<file path="src/design/tfp_pkg.sv">
package tfp_pkg;

    // Field widths
    localparam int BYTE_W     = 8;
    localparam int TYPE_W     = 3;
    localparam int MAX_TYPES  = 6;
    localparam int CFG_IDX_W  = 3;
    localparam int CFG_DATA_W = BYTE_W * MAX_TYPES;

    // Register index of the packed payload length table
    localparam logic [CFG_IDX_W-1:0] CFG_IDX_LENGTHS = CFG_IDX_W'(MAX_TYPES);

    typedef enum logic [2:0] {
        EV_IGNORED = 3'd0,
        EV_HEADER  = 3'd1,
        EV_PAYLOAD = 3'd2,
        EV_GOOD    = 3'd3,
        EV_BAD     = 3'd4
    } ev_kind_t;

    typedef struct packed {
        ev_kind_t              event_kind;
        logic [TYPE_W-1:0]     frame_type;
        logic [BYTE_W-1:0]     byte_index;
        logic [BYTE_W-1:0]     payload_byte;
    } result_t;

endpackage

</file>
<file path="src/design/tfp_cfg_regs.sv">
module tfp_cfg_regs #(
    parameter int NUM_TYPES = 6
) (
    input  logic                                      clk,
    input  logic                                      rst_n,
    input  logic                                      cfg_wr_en,
    input  logic [tfp_pkg::CFG_IDX_W-1:0]             cfg_index,
    input  logic [tfp_pkg::CFG_DATA_W-1:0]            cfg_wr_data,
    output logic [NUM_TYPES-1:0][tfp_pkg::BYTE_W-1:0] type_code,
    output logic [NUM_TYPES-1:0][tfp_pkg::BYTE_W-1:0] payload_len
);

    logic [NUM_TYPES-1:0][tfp_pkg::BYTE_W-1:0] code_reg;
    logic [NUM_TYPES-1:0][tfp_pkg::BYTE_W-1:0] code_next;
    logic [NUM_TYPES-1:0][tfp_pkg::BYTE_W-1:0] len_reg;
    logic [NUM_TYPES-1:0][tfp_pkg::BYTE_W-1:0] len_next;

    // Write decode; indexes with no register behind them are dropped
    always_comb
    begin
        code_next = code_reg;
        len_next  = len_reg;
        if (cfg_wr_en)
        begin
            for (int i = 0; i < NUM_TYPES; i++)
            begin
                if (cfg_index == tfp_pkg::CFG_IDX_W'(i))
                begin
                    code_next[i] = cfg_wr_data[tfp_pkg::BYTE_W-1:0];
                end
            end
            if (cfg_index == tfp_pkg::CFG_IDX_LENGTHS)
            begin
                for (int i = 0; i < NUM_TYPES; i++)
                begin
                    len_next[i] = cfg_wr_data[tfp_pkg::BYTE_W*i +: tfp_pkg::BYTE_W];
                end
            end
        end
    end

    always_ff @(posedge clk or negedge rst_n)
    begin
        if (!rst_n)
        begin
            code_reg <= '0;
            len_reg  <= '0;
        end
        else
        begin
            code_reg <= code_next;
            len_reg  <= len_next;
        end
    end

    assign type_code   = code_reg;
    assign payload_len = len_reg;

endmodule

</file>
<file path="src/design/tfp_frame_core.sv">
module tfp_frame_core #(
    parameter int NUM_TYPES = 6
) (
    input  logic                                      clk,
    input  logic                                      rst_n,
    input  logic                                      accept,
    input  logic [tfp_pkg::BYTE_W-1:0]                rx_byte,
    input  logic [NUM_TYPES-1:0][tfp_pkg::BYTE_W-1:0] type_code,
    input  logic [NUM_TYPES-1:0][tfp_pkg::BYTE_W-1:0] payload_len,
    output tfp_pkg::result_t                          result
);

    // Frame state
    logic                        in_frame_reg;
    logic                        in_frame_next;
    logic [tfp_pkg::TYPE_W-1:0]  cur_type_reg;
    logic [tfp_pkg::TYPE_W-1:0]  cur_type_next;
    logic [tfp_pkg::BYTE_W-1:0]  exp_len_reg;
    logic [tfp_pkg::BYTE_W-1:0]  exp_len_next;
    logic [tfp_pkg::BYTE_W-1:0]  pay_cnt_reg;
    logic [tfp_pkg::BYTE_W-1:0]  pay_cnt_next;
    logic [tfp_pkg::BYTE_W-1:0]  sum_reg;
    logic [tfp_pkg::BYTE_W-1:0]  sum_next;

    // Start byte match
    logic                        hit;
    logic [tfp_pkg::TYPE_W-1:0]  hit_type;
    logic [tfp_pkg::BYTE_W-1:0]  hit_len;

    // Compare against every enabled code; scanning downward lets the lowest index win
    always_comb
    begin
        hit      = 1'b0;
        hit_type = '0;
        hit_len  = '0;
        for (int i = NUM_TYPES - 1; i >= 0; i--)
        begin
            if ((type_code[i] != '0) && (type_code[i] == rx_byte))
            begin
                hit      = 1'b1;
                hit_type = tfp_pkg::TYPE_W'(i);
                hit_len  = payload_len[i];
            end
        end
    end

    // Next state and result for the byte on the input
    always_comb
    begin
        in_frame_next = in_frame_reg;
        cur_type_next = cur_type_reg;
        exp_len_next  = exp_len_reg;
        pay_cnt_next  = pay_cnt_reg;
        sum_next      = sum_reg;

        result.event_kind   = tfp_pkg::EV_IGNORED;
        result.frame_type   = '0;
        result.byte_index   = '0;
        result.payload_byte = '0;

        if (!in_frame_reg)
        begin
            // Hunting: only a matching start byte opens a frame
            if (hit)
            begin
                in_frame_next     = 1'b1;
                cur_type_next     = hit_type;
                exp_len_next      = hit_len;
                pay_cnt_next      = '0;
                sum_next          = rx_byte;
                result.event_kind = tfp_pkg::EV_HEADER;
                result.frame_type = hit_type;
            end
        end
        else if (pay_cnt_reg < exp_len_reg)
        begin
            result.event_kind   = tfp_pkg::EV_PAYLOAD;
            result.frame_type   = cur_type_reg;
            result.byte_index   = pay_cnt_reg;
            result.payload_byte = rx_byte;
            sum_next            = sum_reg + rx_byte;
            pay_cnt_next        = pay_cnt_reg + 8'd1;
        end
        else
        begin
            // Checksum byte closes the frame
            result.event_kind = (sum_reg == rx_byte) ? tfp_pkg::EV_GOOD : tfp_pkg::EV_BAD;
            result.frame_type = cur_type_reg;
            in_frame_next     = 1'b0;
            cur_type_next     = '0;
            exp_len_next      = '0;
            pay_cnt_next      = '0;
            sum_next          = '0;
        end
    end

    always_ff @(posedge clk or negedge rst_n)
    begin
        if (!rst_n)
        begin
            in_frame_reg <= 1'b0;
            cur_type_reg <= '0;
            exp_len_reg  <= '0;
            pay_cnt_reg  <= '0;
            sum_reg      <= '0;
        end
        else if (accept)
        begin
            in_frame_reg <= in_frame_next;
            cur_type_reg <= cur_type_next;
            exp_len_reg  <= exp_len_next;
            pay_cnt_reg  <= pay_cnt_next;
            sum_reg      <= sum_next;
        end
    end

endmodule

</file>
<file path="src/design/tfp_out_skid.sv">
module tfp_out_skid (
    input  logic             clk,
    input  logic             rst_n,
    input  logic             push,
    input  tfp_pkg::result_t push_data,
    input  logic             out_stall,
    output logic             out_valid,
    output tfp_pkg::result_t out_data,
    output logic             full
);

    logic             out_valid_reg;
    logic             out_valid_next;
    logic             skid_valid_reg;
    logic             skid_valid_next;
    tfp_pkg::result_t out_data_reg;
    tfp_pkg::result_t out_data_next;
    tfp_pkg::result_t skid_data_reg;
    tfp_pkg::result_t skid_data_next;
    logic             take;

    assign take = out_valid_reg && !out_stall;

    // Output register plus one skid entry; push only happens while the skid is empty
    always_comb
    begin
        out_valid_next  = out_valid_reg;
        skid_valid_next = skid_valid_reg;
        out_data_next   = out_data_reg;
        skid_data_next  = skid_data_reg;
        if (take)
        begin
            if (skid_valid_reg)
            begin
                out_data_next   = skid_data_reg;
                skid_valid_next = 1'b0;
            end
            else if (push)
            begin
                out_data_next = push_data;
            end
            else
            begin
                out_valid_next = 1'b0;
            end
        end
        else if (!out_valid_reg)
        begin
            if (push)
            begin
                out_data_next  = push_data;
                out_valid_next = 1'b1;
            end
        end
        else if (push)
        begin
            // Output held by the receiver: park the new result
            skid_data_next  = push_data;
            skid_valid_next = 1'b1;
        end
    end

    always_ff @(posedge clk or negedge rst_n)
    begin
        if (!rst_n)
        begin
            out_valid_reg  <= 1'b0;
            skid_valid_reg <= 1'b0;
        end
        else
        begin
            out_valid_reg  <= out_valid_next;
            skid_valid_reg <= skid_valid_next;
        end
    end

    always_ff @(posedge clk)
    begin
        out_data_reg  <= out_data_next;
        skid_data_reg <= skid_data_next;
    end

    assign out_valid = out_valid_reg;
    assign out_data  = out_data_reg;
    assign full      = skid_valid_reg;

endmodule

</file>
<file path="src/design/typed_frame_parser_sum_check.sv">
// Typed frame parser with an 8-bit additive checksum.
// Input channel: one received byte (rx_byte) per transaction, in_valid / in_stall.
// Output channel: one event per input byte (event_kind, frame_type, byte_index,
//   payload_byte), out_valid / out_stall. Events come out in input order.
// Configuration: cfg_wr_en / cfg_index / cfg_wr_data; indexes 0..5 set the
//   start codes (zero disables a type), index 6 the packed payload lengths.
//   Write only while no event is pending.
// Timing: an accepted byte's event is registered in the output or skid register.
// Throughput: one byte per cycle unless stalled; start-code compare, checksum add
//   and payload counter step all fit between the state and the output register.
// Reset: all codes and lengths clear, so every type is disabled and the parser
//   hunts; no event is pending.
// Stall: the output register holds under out_stall; one more event parks in a
//   skid entry, and in_stall rises only once that entry is occupied.
module typed_frame_parser_sum_check #(
    parameter int NUM_TYPES = 6
) (
    input  logic                               clk,
    input  logic                               rst_n,
    input  logic                               cfg_wr_en,
    input  logic [tfp_pkg::CFG_IDX_W-1:0]      cfg_index,
    input  logic [tfp_pkg::CFG_DATA_W-1:0]     cfg_wr_data,
    input  logic                               in_valid,
    output logic                               in_stall,
    input  logic [tfp_pkg::BYTE_W-1:0]         rx_byte,
    output logic                               out_valid,
    input  logic                               out_stall,
    output logic [2:0]                         event_kind,
    output logic [tfp_pkg::TYPE_W-1:0]         frame_type,
    output logic [tfp_pkg::BYTE_W-1:0]         byte_index,
    output logic [tfp_pkg::BYTE_W-1:0]         payload_byte
);

    logic [NUM_TYPES-1:0][tfp_pkg::BYTE_W-1:0] type_code;
    logic [NUM_TYPES-1:0][tfp_pkg::BYTE_W-1:0] payload_len;
    logic                                      accept;
    logic                                      skid_full;
    tfp_pkg::result_t                          core_result;
    tfp_pkg::result_t                          out_data;

    assign in_stall = skid_full;
    assign accept   = in_valid && !skid_full;

    tfp_cfg_regs #(
        .NUM_TYPES   (NUM_TYPES)
    ) u_cfg_regs (
        .clk         (clk),
        .rst_n       (rst_n),
        .cfg_wr_en   (cfg_wr_en),
        .cfg_index   (cfg_index),
        .cfg_wr_data (cfg_wr_data),
        .type_code   (type_code),
        .payload_len (payload_len)
    );

    tfp_frame_core #(
        .NUM_TYPES   (NUM_TYPES)
    ) u_frame_core (
        .clk         (clk),
        .rst_n       (rst_n),
        .accept      (accept),
        .rx_byte     (rx_byte),
        .type_code   (type_code),
        .payload_len (payload_len),
        .result      (core_result)
    );

    tfp_out_skid u_out_skid (
        .clk       (clk),
        .rst_n     (rst_n),
        .push      (accept),
        .push_data (core_result),
        .out_stall (out_stall),
        .out_valid (out_valid),
        .out_data  (out_data),
        .full      (skid_full)
    );

    assign event_kind   = out_data.event_kind;
    assign frame_type   = out_data.frame_type;
    assign byte_index   = out_data.byte_index;
    assign payload_byte = out_data.payload_byte;

endmodule

</file>
<file path="config.mk">
export PLATFORM = sky130hd
export DESIGN_NAME = typed_frame_parser_sum_check
export DESIGN_NICKNAME = d
export VERILOG_FILES = /design/src/design/tfp_pkg.sv /design/src/design/tfp_cfg_regs.sv /design/src/design/tfp_frame_core.sv /design/src/design/tfp_out_skid.sv /design/src/design/typed_frame_parser_sum_check.sv
export SDC_FILE = /design/constraint.sdc
export NUM_CORES = 1
export LEC_CHECK = 0
export BUFFER_PORTS_ARGS = -buffer_cell sky130_fd_sc_hd__buf_4
export CORE_MARGIN = 4
export CORE_UTILIZATION = 64
export DETAILED_ROUTE_END_ITERATION = 8
export PLACE_DENSITY = 0.86
export SETUP_SLACK_MARGIN = 0.15
export SYNTH_ARGS = -nofsm -noshare
export SYNTH_HDL_FRONTEND = slang
export SYNTH_SLANG_ARGS = --single-unit
</file>
<file path="constraint.sdc">
create_clock -name clk -period 5.2 [get_ports clk]
set_input_delay 0.26 -clock clk [delete_from_list [all_inputs] [get_ports clk]]
set_output_delay 0.26 -clock clk [all_outputs]
set_load 0.02 [all_outputs]
</file>
After elaboration in Yosys (flattened, before gate mapping)

Cells that the tools add are included.

Bits of input ports: 64
Logic and storage cells: 131
Flip-flop bits (word level): 170
Output and inout bits: 24

Magnitude comparators: 1
Reduce and logical (&&, ||, !) cells: 32
Multiplexer cells: 51
Equal/unequal tests: 17
Add/subtract/negate cells: 2
Bitwise operators: 1

Operator list:

| operator              | count |
|---|---|
| $mux W8               | 15 |
| $mux W22              | 4 |
| $eq A8 B8 Y1          | 7 |
| $reduce_bool A8 Y1    | 6 |
| $mux W16              | 2 |
| $mux W3               | 10 |
| $reduce_and A2 Y1     | 10 |
| $mux W1               | 17 |
| $mux W6               | 2 |
| $eq A3 B3 Y1 const B  | 3 |
| $add A8 B1 Y8 const B | 1 |
| $add A8 B8 Y8         | 1 |
| $logic_and A1 B1 Y1   | 8 |
| $lt A8 B8 Y1          | 1 |
| $ne A2 B2 Y1 const B  | 4 |
| $eq A3 B2 Y1 const B  | 2 |
| $reduce_and A3 Y1     | 2 |
| $reduce_bool A2 Y1    | 3 |
| $mux W4               | 1 |
| $eq A3 B1 Y1 const B  | 1 |
| $logic_not A3 Y1      | 1 |
| $logic_not A1 Y1      | 2 |
| $not A1 Y1            | 1 |

Logic depth before layout (Yosys ltp)

Word-level depth: 13
Depth in mapped cells: 10
Mapped depth without buffers: 9

Modules after synthesis

Synthesis repeated with hierarchy kept, for this count alone.

Cells, all modules: 675
Area total of the unflattened synthesis: 8907.3 µm²

By module, submodules not included:

| module                       | cells an instance | times used | area each (µm²) |
|---|---|---|---|
| tfp_cfg_regs                 | 208               | 1          | 3737.3 |
| tfp_frame_core               | 364               | 1          | 3049.2 |
| tfp_out_skid                 | 102               | 1          | 2107.0 |
| typed_frame_parser_sum_check | 1                 | 1          | 13.8 |

Worst setup path after synthesis

No wires, ideal clock.

Path type: register to register
Start: reg u_out_skid.out_valid_reg, in the netlist u_out_skid.out_valid
End: reg u_out_skid.skid_data_reg[0] in the netlist's numbering, enable pin
Path slack: 2737 ps
Path buffers: 0
Period minus slack after synthesis: 2463 ps
Stages on the path, launching flop included: 3
Arrival: 2062 ps
Required time: 4799 ps
Setup time: 401 ps
Path through: dfrtp_1 > nand2_1 > nor2_1

Cells in the longest elaborated chain, start to end: 3

Ends and longest elaborated chain:

| item                                   | line               | source |
|---|---|---|
| from (decl)                            | tfp_out_skid.sv:12 | `logic out_valid_reg;` |
| from (signal assigned)                 | tfp_out_skid.sv:72 | `out_valid_reg <= out_valid_next;` |
| $logic_and A1 B1 Y1                    | tfp_out_skid.sv:22 | `assign take = out_valid_reg && !out_stall;` |
| $not A1 Y1 (no source line)            | --                 |  |
| $reduce_and A3 Y1 (no source line) (*) | --                 |  |
| to (signal assigned)                   | tfp_out_skid.sv:80 | `skid_data_reg <= skid_data_next;` |
| to (decl)                              | tfp_out_skid.sv:18 | `tfp_pkg::result_t skid_data_reg;` |

Mark *: on every way between the ends. The rest lies on a longest branch, timed or not.
A chain may end at the register's enable or synchronous reset.

Worst setup path in the final report

Start: reg u_frame_core.pay_cnt_reg[1] in the netlist's numbering
End: reg u_frame_core.pay_cnt_reg[2] in the netlist's numbering

Cells in the longest elaborated chain, start to end: 3
Elaborated cells between the ends (all ways): 4
Classes of those cells: add/sub (1); order compare (1); mux (2)

Ends and longest elaborated chain:

| item                                                 | line                                       | source |
|---|---|---|
| from (decl)                                          | tfp_frame_core.sv:20                       | `logic [tfp_pkg::BYTE_W-1:0] pay_cnt_reg;` |
| from (signal assigned)                               | tfp_frame_core.sv:112                      | `pay_cnt_reg <= pay_cnt_next;` |
| $add A8 B1 Y8 / $lt A8 B8 Y1 (equally long branches) | tfp_frame_core.sv:82, tfp_frame_core.sv:75 |  |
| $mux W8 (*)                                          | tfp_frame_core.sv:75                       | `else if (pay_cnt_reg < exp_len_reg)` |
| $mux W8 (*)                                          | tfp_frame_core.sv:61                       | `if (!in_frame_reg)` |

Marked as above.

==> results.py <==
metrics = {
    "outcome": {
        "outcome": "finished clean",
    },
    "die": {
        "rows": 41,
        "pin_count": 88,
        "die_y_um": 123.0,
        "initial_utilization_pct": 66.24,
        "core_area_sq_um": 12770,
        "die_w_um": 123.0,
        "die_area_sq_um": 15120,
    },
    "setup_path": {
        "start_kind": "flop",
        "required_ns": 5.55,
        "critPathMaxFanout": 11,
        "endpoint_kind": "flop",
        "cp_slowest_cell": "a21boi_0",
        "cp_num_buf_inv": 0,
        "cpPeakStageDelay_ns": 0.96,
        "worstPathArrival_ns": 3.51,
        "crit_chain": "ha_1, a21o_1, a211o_1, a21boi_0, nand2_1, o21a_1, a21oi_1",
        "cpLargestDelayFamily": "compound AO/OA/AOI/OAI gates",
        "crit_type": "flop to flop",
    },
    "global_routing": {
        "gr-usage-all-layers_pct": 27.68,
        "gr-total-overflow": 0,
        "antenna_found_initial": 0,
        "grt_pass1_wl_um": 32060,
        "grt_pass1_vias": 6350,
        "grt_start_max_net_pins": 67,
    },
    "detailed_routing": {
        "drtIter0Drc": 463,
        "drt-total-wl_um": 19690,
        "drt_first_pass_iters": 5,
        "ant_nets": 0,
        "num_vias": 6084,
        "drc": 0,
        "via_per_inst": 6.145,
        "wl_per_cell_um": 19.89,
    },
    "sta": {
        "finalHoldViolations": 0,
        "fmax_mhz": 316.3,
        "timing.final.ws_setup_ns": 2.039,
        "period_minus_slack_ns": 3.161,
        "tightest_slew_ns": 1.256,
        "finalSetupTns_ns": 0,
        "slew_viol_final": 0,
        "relSlewSlack_pct": 15.52,
        "rsz0062_at_grt": "no",
        "setup_viol": 0,
        "skew_ns": 0.006397,
        "fin_crit_sh_pct": 60.79,
    },
    "pwr": {
        "leakage_uw": 0.004192,
        "peakVddDrop_uv": 250.2,
        "power_per_cell_area_nw_per_um2": 479.8,
    },
    "clock_tree": {
        "cts_buffers": 17,
        "post-cts-setup-buffer-count": 0,
        "cts_tree": "yes",
        "ctsHtreeMaxLevel": 4,
        "cts.sinks": 170,
        "clock_latency_ns": 0.43,
        "clk_pin_slew_worst_paths_ns": 0.06,
        "cts-root-buf": "clkbuf_16",
        "ctsLongestPathBuffers": 2,
    },
    "synthesis": {
        "synth_area_leaders": "dfrtp_1, edfxtp_1, mux2_2, xor2_1, nor2_1",
        "yosys_most_used_dff": "dfrtp_1",
        "synth_seq_cells": 170,
        "synth.avg_cell_area_sq_um": 11.57,
        "netlist.area_leader.share_pct": 37.27,
        "synth_area_leader_cell": "dfrtp_1",
        "async_flop_share_pct": 74.12,
        "ys_seq_area_share_pct": 52.88,
        "synth_edf_count": 44,
        "synth_fp_nets": 811,
        "synthesis.area_sq_um": 8461,
        "synth.distinct_cells": 67,
        "syn-instance-count": 731,
        "yosys_warnings": 0,
    },
    "cells_and_area": {
        "num_antenna_cells": 0,
        "mostFrequentLayoutCells": "dfrtp_1, mux2_2, buf_4, nor2_1",
        "layout.nets": 885,
        "drive_above_1_share_pct": 27.87,
        "final_common_cell": "dfrtp_1",
        "syn2layout_area_growth_pct": 15.47,
    },
    "job": {
        "maxCapViolCount": 0,
    },
    "place": {
        "port_buffers": 87,
        "dp_slack_ns": 2.147,
        "dp_hpwl_um": 13560,
        "globalplace.congestion": 0.9617,
    },
    "min_path": {
        "min_path_type": "primary input to flop",
    },
}
==> timing repair <==
item,in CTS,in global routing
endpoints found under the hold margin,60,0
gates resized for setup,0,0
hold buffers,1,0
==> per-layer routing <==
layer  up-vias  wire, um  track usage, %
met1      3032      8365           35.67
met5         -         0               0
met2       184      9720           45.75
met3        55       997           5.901
met4         0       607           11.76
li1       2813         -               -
==> metrics by stage <==
stage / total power [uW] / area, sq um / instances / hold WS, ns / util, %
after floorplan: 2980 / 8461 / 731 / -0.03559 / -
after global placement: 3359 / 9184 / 957 / 0.3862 / 71.90
after detailed placement: 3452 / 9184 / 957 / 0.3984 / 71.90
after CTS: 4696 / 9769 / 990 / 0.05017 / 76.48
after global routing: 4951 / 9769 / 990 / 0.05374 / 76.48
final: 4688 / 9769 / 990 / 0.06151 / 76.48
==> synth_stat cells, types with 5 or more instances <==
| master | n |
|---|---|
| nor2b_1 | 5 |
| inv_1 | 13 |
| o21ai_1 | 14 |
| o21ai_0 | 20 |
| nand3_1 | 10 |
| edfxtp_1 | 44 |
| ha_1 | 15 |
| a21oi_1 | 34 |
| dfrtp_1 | 126 |
| xor2_1 | 44 |
| xnor2_1 | 9 |
| nor2_1 | 64 |
| o21a_1 | 6 |
| mux2_2 | 95 |
| clkbuf_1 | 20 |
| and3_1 | 8 |
| o22ai_1 | 20 |
| and2_1 | 19 |
| buf_2 | 8 |
| nand2_1 | 38 |
| nor3_1 | 6 |
| a221oi_1 | 7 |
| a31oi_1 | 9 |
| a31o_1 | 6 |
| nor4_1 | 20 |
| nand2b_1 | 7 |
==> area by class of cell <==
class                           instances  area, sq um
Fill cell                             849         3004
Clock buffer                           25        486.7
Inverter                               13        48.80
Multi-Input combinational cell        510         3755
Tap cell                              172        215.2
Timing Repair Buffer                   93        700.7
Sequential cell                       170         4474
Clock inverter                          7        88.84
==> cell families (layout without fill, tap and decap cells) <==
logic type | after synthesis | in the layout | share of synthesized area (%)
xor+xnor | 53 | 53 | 5.487
fa+ha+maj | 16 | 16 | 2.455
buf+inv | 51 | 138 | 2.736
mux | 95 | 95 | 12.64
flops | 170 | 170 | 52.88
simple gates | 199 | 199 | 12.13
compound gates | 147 | 147 | 11.67
==> report_power, final <==
| part | internal, uW | leakage, uW | total (uW) | switching, uW |
|---|---|---|---|---|
| sequential | 1770 | 0.00198 | 2030 | 256 |
| clock | 747 | 0.000281 | 1250 | 498 |
| combinational | 618 | 0.00193 | 1410 | 794 |
| total | 3140 | 0.00419 | 4690 | 1550 |
==> final timing paths <==
| kind | slack, ns | from | to | cells after the start |
|---|---|---|---|---|
| setup / recovery | 2.04 | u_frame_core.pay_cnt_reg[1]$_DFFE_PN0P_ | u_frame_core.pay_cnt_reg[2]$_DFFE_PN0P_ | 7 |
| hold / removal | 0.06 | cfg_wr_data[31] | u_cfg_regs.payload_len[31]$_DFFE_PN0P_ | 2 |
| setup reg to reg | 2.04 | u_frame_core.pay_cnt_reg[1]$_DFFE_PN0P_ | u_frame_core.pay_cnt_reg[2]$_DFFE_PN0P_ | 7 |
| hold reg to reg | 0.50 | u_frame_core.sum_reg[3]$_DFFE_PN0P_ | u_frame_core.sum_reg[3]$_DFFE_PN0P_ | 2 |
| max in group asynchronous | 3.42 | rst_n | u_frame_core.pay_cnt_reg[5]$_DFFE_PN0P_ | 3 |
| min in group asynchronous | 0.46 | rst_n | u_cfg_regs.type_code[39]$_DFFE_PN0P_ | 2 |
==> worst register-to-register path: stages (launching register included) <==
cell and delay, ns:
dfrtp_1 0.43, ha_1 0.32, a21o_1 0.16, a211o_1 0.30, a21boi_0 0.96, nand2_1 0.46
o21a_1 0.29, a21oi_1 0.15
Note: power is estimated with default switching activity, not from simulation.
